### src/rtl/core/aip_pkg.sv
package aip_pkg;

  // longest string tracked; positions saturate here
  localparam int MaxLen  = 4096;
  localparam int PosW    = 13;
  localparam int AccW    = 64;
  localparam int BaseW   = 6;
  localparam int ProdW   = AccW + BaseW;
  localparam int OutW    = 80;

  // parse phases
  localparam logic [2:0] PH_SPACE   = 3'd0;
  localparam logic [2:0] PH_SIGNED  = 3'd1;
  localparam logic [2:0] PH_ZERO    = 3'd2;
  localparam logic [2:0] PH_PREFIX  = 3'd3;
  localparam logic [2:0] PH_DIGITS  = 3'd4;
  localparam logic [2:0] PH_DONE    = 3'd5;
  localparam logic [2:0] PH_BADBASE = 3'd6;

  // result status
  localparam logic [1:0] ST_OK    = 2'd0;
  localparam logic [1:0] ST_RANGE = 2'd1;
  localparam logic [1:0] ST_BASE  = 2'd2;

  // configuration register indexes
  localparam logic [1:0] CFG_NUMBER_BASE   = 2'd0;
  localparam logic [1:0] CFG_SIGNED_RESULT = 2'd1;
  localparam logic [1:0] CFG_NARROW_RANGE  = 2'd2;

  localparam logic [PosW-1:0] POS_MAX = PosW'(MaxLen);

  typedef struct packed {
    logic [2:0]       phase;
    logic [AccW-1:0]  acc;
    logic             ov;
    logic             neg;
    logic [BaseW-1:0] base;
    logic             digits;
    logic [PosW-1:0]  pos;
    logic [PosW-1:0]  endp;
  } parse_t;

  function automatic logic [BaseW-1:0] digit_value(input logic [7:0] c);
    logic [BaseW-1:0] d;
    d = 6'd36;
    if (c >= "0" && c <= "9") d = BaseW'(c - 8'h30);
    else if (c >= "A" && c <= "Z") d = BaseW'(c - 8'h41 + 8'd10);
    else if (c >= "a" && c <= "z") d = BaseW'(c - 8'h61 + 8'd10);
    return d;
  endfunction

  function automatic logic base_invalid(input logic [BaseW-1:0] b);
    return (b == 6'd1) || (b > 6'd36);
  endfunction

  function automatic logic [PosW-1:0] next_pos(input logic [PosW-1:0] p);
    return (p >= POS_MAX) ? POS_MAX : p + 1'b1;
  endfunction

endpackage

### src/rtl/core/aip_step.sv
module aip_step (
  input  aip_pkg::parse_t       cur,
  input  logic [7:0]            char_code,
  input  logic [5:0]            number_base,
  output aip_pkg::parse_t       nxt
);
  import aip_pkg::*;

  logic [BaseW-1:0] d;
  logic [BaseW-1:0] begin_base;
  logic [BaseW-1:0] tb;
  logic [ProdW-1:0] prod;
  logic             starting;
  logic             is_space;
  logic             zero_lead;

  assign d          = digit_value(char_code);
  assign starting   = (cur.phase == PH_SPACE) || (cur.phase == PH_SIGNED);
  assign is_space   = (char_code == " ") || (char_code >= 8'd9 && char_code <= 8'd13);
  assign zero_lead  = ((number_base == 6'd0) || (number_base == 6'd16)) && (char_code == "0");
  assign begin_base = (number_base == 6'd0) ? 6'd10 : number_base;
  // one multiply-add shared by the first-digit and later-digit paths; a leading zero loads zero directly
  assign tb         = starting ? begin_base : cur.base;
  assign prod       = ProdW'(cur.acc) * ProdW'(tb) + ProdW'(d);

  always_comb begin
    nxt = cur;
    case (cur.phase)
      PH_SPACE, PH_SIGNED, PH_ZERO, PH_PREFIX, PH_DIGITS: begin
        if (cur.phase == PH_SPACE && is_space) begin
          nxt.phase = PH_SPACE;
        end else if (cur.phase == PH_SPACE && (char_code == "-" || char_code == "+")) begin
          nxt.neg   = (char_code == "-");
          nxt.phase = PH_SIGNED;
        end else if (starting && zero_lead) begin
          nxt.acc    = '0;
          nxt.digits = 1'b1;
          nxt.endp   = next_pos(cur.pos);
          nxt.base   = (number_base == 6'd16) ? 6'd16 : 6'd8;
          nxt.phase  = PH_ZERO;
        end else if (starting && base_invalid(begin_base)) begin
          nxt.phase = PH_BADBASE;
        end else if (cur.phase == PH_ZERO && (char_code == "x" || char_code == "X")) begin
          nxt.base  = 6'd16;
          nxt.phase = PH_PREFIX;
        end else begin
          if (starting) nxt.base = begin_base;
          if (tb < 6'd2 || d >= tb) begin
            nxt.phase = PH_DONE;
          end else begin
            if (cur.ov || (prod[ProdW-1:AccW] != '0)) begin
              nxt.ov  = 1'b1;
              nxt.acc = '1;
            end else begin
              nxt.acc = prod[AccW-1:0];
            end
            nxt.digits = 1'b1;
            nxt.endp   = next_pos(cur.pos);
            nxt.phase  = PH_DIGITS;
          end
        end
      end
      default: begin
        nxt.phase = cur.phase;
      end
    endcase
    nxt.pos = next_pos(cur.pos);
  end

endmodule

### src/rtl/core/aip_clamp.sv
module aip_clamp (
  input  aip_pkg::parse_t  fin,
  input  logic [5:0]       number_base,
  input  logic             signed_result,
  input  logic             narrow_range,
  output logic [63:0]      value,
  output logic [1:0]       status,
  output logic [12:0]      end_offset
);
  import aip_pkg::*;

  logic [AccW-1:0] lim;
  logic [AccW-1:0] v;
  logic            ov;

  assign lim = narrow_range ? (64'd1 << 31) : (64'd1 << 63);

  always_comb begin
    v          = fin.acc;
    ov         = fin.ov;
    value      = '0;
    status     = ST_OK;
    end_offset = '0;
    if (fin.phase == PH_BADBASE ||
        ((fin.phase == PH_SPACE || fin.phase == PH_SIGNED) && base_invalid(number_base))) begin
      status = ST_BASE;
    end else if (fin.digits) begin
      if (fin.neg) begin
        if (v > lim) ov = 1'b1;
        if (ov) v = lim;
        v = 64'd0 - v;
      end else if (signed_result) begin
        if (v >= lim) ov = 1'b1;
        if (ov) v = lim - 64'd1;
      end else if (narrow_range) begin
        if (v[63:32] != '0) ov = 1'b1;
        if (ov) v = 64'h0000_0000_FFFF_FFFF;
      end else begin
        if (ov) v = '1;
      end
      value      = v;
      status     = ov ? ST_RANGE : ST_OK;
      end_offset = fin.endp;
    end
  end

endmodule

### src/rtl/core/ascii_integer_parser.sv
// channel | dir | beat contents                                  | handshake
// s_*     | in  | tdata[7:0] char_code, tlast last_char           | tvalid/tready
// m_*     | out | tdata value, status, end_offset (80 bits)       | tvalid/tready
// cfg_*   | in  | cfg_index register, cfg_data value             | cfg_valid/cfg_ready
//
// one byte per cycle sustained while no last byte waits on the snapshot slot;
// the last byte lands in the input register when accepted and its result then
// passes the snapshot register and the output register
// the 64x6 multiply-add of the digit step sets the critical path
// rst is synchronous and clears parse state, config to defaults, all valids
// a stalled output holds the snapshot; only the last byte of a string waits
// on it, other bytes keep flowing until that byte blocks the input register
module ascii_integer_parser (
  input  logic        clk,
  input  logic        rst,
  // slave stream: one string byte per beat
  input  logic        s_tvalid,
  output logic        s_tready,
  input  logic [7:0]  s_tdata,   // [7:0] char_code
  input  logic        s_tlast,   // last_char
  // master stream: one result per string
  output logic        m_tvalid,
  input  logic        m_tready,
  output logic [79:0] m_tdata,   // [63:0] value, [65:64] status, [78:66] end_offset, [79] zero
  // configuration writes
  input  logic        cfg_valid,
  output logic        cfg_ready,
  input  logic [1:0]  cfg_index,
  input  logic [7:0]  cfg_data
);
  import aip_pkg::*;

  // configuration registers
  logic [5:0] number_base;
  logic       signed_result;
  logic       narrow_range;

  assign cfg_ready = 1'b1;

  always_ff @(posedge clk) begin
    if (rst) begin
      number_base   <= 6'd10;
      signed_result <= 1'b1;
      narrow_range  <= 1'b0;
    end else if (cfg_valid && cfg_ready) begin
      case (cfg_index)
        CFG_NUMBER_BASE:   number_base   <= cfg_data[5:0];
        CFG_SIGNED_RESULT: signed_result <= cfg_data[0];
        CFG_NARROW_RANGE:  narrow_range  <= cfg_data[0];
        default:           ;
      endcase
    end
  end

  // input register
  logic       in_valid;
  logic [7:0] in_char;
  logic       in_last;

  // snapshot of the finished parse, waiting for the output register
  logic   snap_valid;
  parse_t snap;

  parse_t par;
  parse_t par_next;

  logic out_free;
  logic snap_free;
  logic in_go;

  assign out_free  = !m_tvalid || m_tready;
  assign snap_free = !snap_valid || out_free;
  // a last byte may only move on once the snapshot slot is free
  assign in_go     = in_valid && (!in_last || snap_free);
  assign s_tready  = !in_valid || in_go;

  always_ff @(posedge clk) begin
    if (rst) begin
      in_valid <= 1'b0;
    end else if (s_tready) begin
      in_valid <= s_tvalid;
    end
  end

  always_ff @(posedge clk) begin
    if (s_tready && s_tvalid) begin
      in_char <= s_tdata;
      in_last <= s_tlast;
    end
  end

  aip_step u_step (
    .cur         (par),
    .char_code   (in_char),
    .number_base (number_base),
    .nxt         (par_next)
  );

  // parse state; a string end returns it to the start
  always_ff @(posedge clk) begin
    if (rst) begin
      par <= '{phase: PH_SPACE, default: '0};
    end else if (in_go) begin
      if (in_last) par <= '{phase: PH_SPACE, default: '0};
      else         par <= par_next;
    end
  end

  always_ff @(posedge clk) begin
    if (rst) begin
      snap_valid <= 1'b0;
    end else if (in_go && in_last) begin
      snap_valid <= 1'b1;
    end else if (out_free) begin
      snap_valid <= 1'b0;
    end
  end

  always_ff @(posedge clk) begin
    if (in_go && in_last) snap <= par_next;
  end

  // clamp and status from the snapshot
  logic [63:0] res_value;
  logic [1:0]  res_status;
  logic [12:0] res_end;

  aip_clamp u_clamp (
    .fin           (snap),
    .number_base   (number_base),
    .signed_result (signed_result),
    .narrow_range  (narrow_range),
    .value         (res_value),
    .status        (res_status),
    .end_offset    (res_end)
  );

  // output register
  always_ff @(posedge clk) begin
    if (rst) begin
      m_tvalid <= 1'b0;
    end else if (out_free) begin
      m_tvalid <= snap_valid;
    end
  end

  always_ff @(posedge clk) begin
    if (out_free && snap_valid) begin
      m_tdata <= {1'b0, res_end, res_status, res_value};
    end
  end

  // a finished string leaves the parser at its start
  a_restart: assert property (@(posedge clk) disable iff (rst)
    in_go && in_last |=> par.phase == PH_SPACE && par.pos == '0 && !par.digits)
    else $error("parse state not cleared after last byte");

  // sticky overflow pins the accumulator at all ones
  a_ov_sat: assert property (@(posedge clk) disable iff (rst)
    par.ov |-> par.acc == '1)
    else $error("overflow without saturated accumulator");

  // the digit end never runs ahead of the byte count
  a_end_pos: assert property (@(posedge clk) disable iff (rst)
    par.endp <= par.pos)
    else $error("end position beyond byte position");

  // a pending snapshot is never overwritten before it moves out
  a_snap_hold: assert property (@(posedge clk) disable iff (rst)
    snap_valid && !out_free |=> snap_valid && $stable(snap))
    else $error("snapshot lost while output stalled");

endmodule
### config.mk
export PLATFORM = sky130hd
export DESIGN_NAME = ascii_integer_parser
export DESIGN_NICKNAME = d
export VERILOG_FILES = /design/src/rtl/core/aip_pkg.sv /design/src/rtl/core/aip_step.sv /design/src/rtl/core/aip_clamp.sv /design/src/rtl/core/ascii_integer_parser.sv
export SDC_FILE = /design/constraint.sdc
export NUM_CORES = 2
export LEC_CHECK = 0
export BUFFER_PORTS_ARGS = -buffer_cell sky130_fd_sc_hd__buf_2
export CAP_MARGIN = 20
export CORE_MARGIN = 2
export CORE_UTILIZATION = 41
export DETAILED_ROUTE_END_ITERATION = 10
export PLACE_DENSITY_LB_ADDON = 0.3
export SLEW_MARGIN = 40
export SYNTH_ARGS = -nofsm -noshare
export SYNTH_HDL_FRONTEND = slang
export SYNTH_SLANG_ARGS = --single-unit
### constraint.sdc
create_clock -name clk -period 8 [get_ports clk]
set_input_delay 2 -clock clk [delete_from_list [all_inputs] [get_ports clk]]
set_output_delay 2 -clock clk [all_outputs]
set_load 0.01 [all_outputs]
==> flow_metrics.tcl <==
set metrics [dict create \
    synth_cell_types 88 \
    synth-edff-count 171 \
    start_util_pct 41.5 \
    fin_crit_ps 7700 \
    ios 107 \
    critPathRequiredTime_ps 8320 \
    n_antenna_cell 0 \
    worst_setup_path_start_kind "register" \
    skew_ps 12.0 \
    cts_sinks 284 \
    syn_nets 3556 \
    final_common_cell "nor2_1" \
    avgSynthCellArea_um2 8.97 \
    area_growth_pct 8.61 \
    p_per_area_nw_per_um2 117 \
    drv_slew 0 \
    status "finished clean" \
    place.gp.congestion 0.932 \
    min_path_type "register to register" \
    clk_latency_ps 560 \
    ys_seq_area_share_pct 26.5 \
    viasPerCell 5.89 \
    p_leak_nw 13.3 \
    worst_pin_slew_ps 858 \
    layout.cells.non_filler 4008 \
    cap_violations 0 \
    cts_tree "yes" \
    nets 3555 \
    num_vias 23625 \
    fp.dieH_um 265 \
    rsz0062_at_grt "false" \
    track_usage_pct 22.9 \
    ant_nets 0 \
    layout_common_cells "348 x nor2_1, 252 x fa_1, 229 x a21oi_1, 200 x o21ai_0, 195 x nand2_1" \
    clockBufferDepth 3 \
    fmax_mhz 130 \
    remaining_drc_errors 0 \
    synth_flop_cell "edfxtp_1" \
    grt_pass1_wl_um 129000 \
    coreArea_um2 67300 \
    port_buffers 102 \
    grt_pass1_vias 22700 \
    hold_viol_final 0 \
    post-route-period-util_pct 96.3 \
    dp.final_hpwl_um 62000 \
    path_class "register to register" \
    crit_fanout 78 \
    max-vdd-ir-drop_mv 0.153 \
    post_drt_wl_per_cell_um 20.2 \
    rows 95 \
    dpl_cell_area_um2 29500 \
    clkTransAtPathRegs_ps 70 \
    synthArstFlopShare_pct 0 \
    synth_area_um2 27900 \
    ys_warn_count 0 \
    drt_iter0_drc 2105 \
    setup_violations 0 \
    final_layout_size_suffix_gt1_share_pct 9.09 \
    drt-total-wl_um 80900 \
    grt_overflow_total 0 \
    dieArea_um2 70300 \
    cts_root_buffer "clkbuf_16" \
    htree_num_levels 1 \
    grt_max_degree 86 \
    fin_setup_tns_ps 0 \
    antenna_found_initial 1 \
    die_x_um 265 \
    end_kind "register" \
    dpl.cell_count 3958 \
    ys_ff_latch 284 \
    cp.arrival_ps 8020 \
    postSynthCellCount 3115 \
    dr.pass1.iters 6 \
    relSlewSlack_pct 42.6 \
    cts_buffers 27 \
    finalInstanceArea_um2 30300 \
    cts_hold_buffers 0 \
]
cell type report:
type	instances	area, um2
Clock buffer	38	737
Clock inverter	12	128
Fill cell	6477	36900
Inverter	118	443
Multi-Input combinational cell	2515	19400
Sequential cell	284	7400
Tap cell	873	1090
Timing Repair Buffer	168	1100
per-stage QoR:
step	total power, mW	hold WS [ps]	setup WS (ps)	util [%]
2_1_floorplan	2.09	432	1310	-
3_3_place_gp	2.30	441	445	43.7
3_5_place_dp	2.31	447	393	43.8
4_1_cts	3.57	463	346	45.1
5_1_grt	3.70	485	5.76	45.1
6_report	3.56	462	297	45.1
worst max-delay path: stages (launching register included):
cell,delay (ps)
dfxtp_1,400
or2_1,330
nand2_1,90
nand2_1,310
and2_1,320
fa_1,530
inv_1,50
fa_1,490
inv_1,60
fa_1,540
inv_1,50
fa_1,490
inv_1,40
ha_1,350
a21oi_1,170
o21ai_1,130
a21boi_1,350
o221ai_1,270
a21oi_2,440
a21oi_1,230
a211o_1,330
a2111oi_4,490
buf_4,230
nand2_2,70
buf_12,190
o221a_2,280
a21o_1,160
logic make-up (layout without fill, tap and decap cells):
kind of cell,after synthesis,count (layout),synth area share (%)
compound gates,860,860,19.9
xor+xnor,79,79,2.48
fa+ha+maj,417,417,25.4
buf+inv,316,336,4.43
flops,284,284,26.5
mux,24,24,0.918
other cells,2,2,0.0269
simple gates,1133,1133,20.3
per-layer routing:
layer	part of all wire, %	vias to the layer above	global-route usage, %
met1	45	11543	33.1
met2	44	909	35.6
met5	0	-	0
li1	-	11057	-
met3	7.9	116	3.06
met4	3.2	0	7.21
sequential cells by signal (all words and copies together) (netlist names):
name / flops
snap_valid: 1
in_char: 8
in_valid: 1
m_tvalid: 1
number_base: 6
narrow_range: 1
m_tdata: 79
in_last: 1
par: 102
snap: 83
signed_result: 1
path summary, 6_finish.rpt:
check                           startpoint       end  slack, ps  cells after the start
worst max register to register    par[101]  snap[67]        300                     26
worst min-delay path               par[26]   par[26]        460                      1
worst min register to register     par[26]   par[26]        460                      1
worst max-delay path              par[101]  snap[67]        300                     26
power breakdown:
part	internal, mW	switching (mW)
clock	0.689	0.579
sequential	1.60	0.0518
combinational	0.211	0.424
total	2.50	1.05
Yosys cell counts, types with 32 or more instances:
cell type,instances,area share (%)
nand4_1,38,0.85
nand2_1,195,2.6
nand3_1,66,1.2
nor3_1,53,0.95
a21o_1,60,1.6
inv_1,118,1.6
nor2b_1,95,2.1
dfxtp_1,113,8.1
xor2_1,37,1.2
ha_1,165,7.4
and2_1,175,3.9
a21oi_1,231,4.1
edfxtp_1,171,18
nor2_1,354,4.8
xnor2_1,42,1.3
o21ai_0,201,3.6
fa_1,252,18
a22oi_1,66,1.8
and3_1,32,0.72
clkbuf_1,156,2.1
repair_timing:
action,CTS,global route
gates resized for setup,0,2
endpoints found under the setup margin,0,39
endpoints found under the hold margin,0,0
buffers inserted,0,0
No activity file was read; power rests on OpenSTA's default activity.
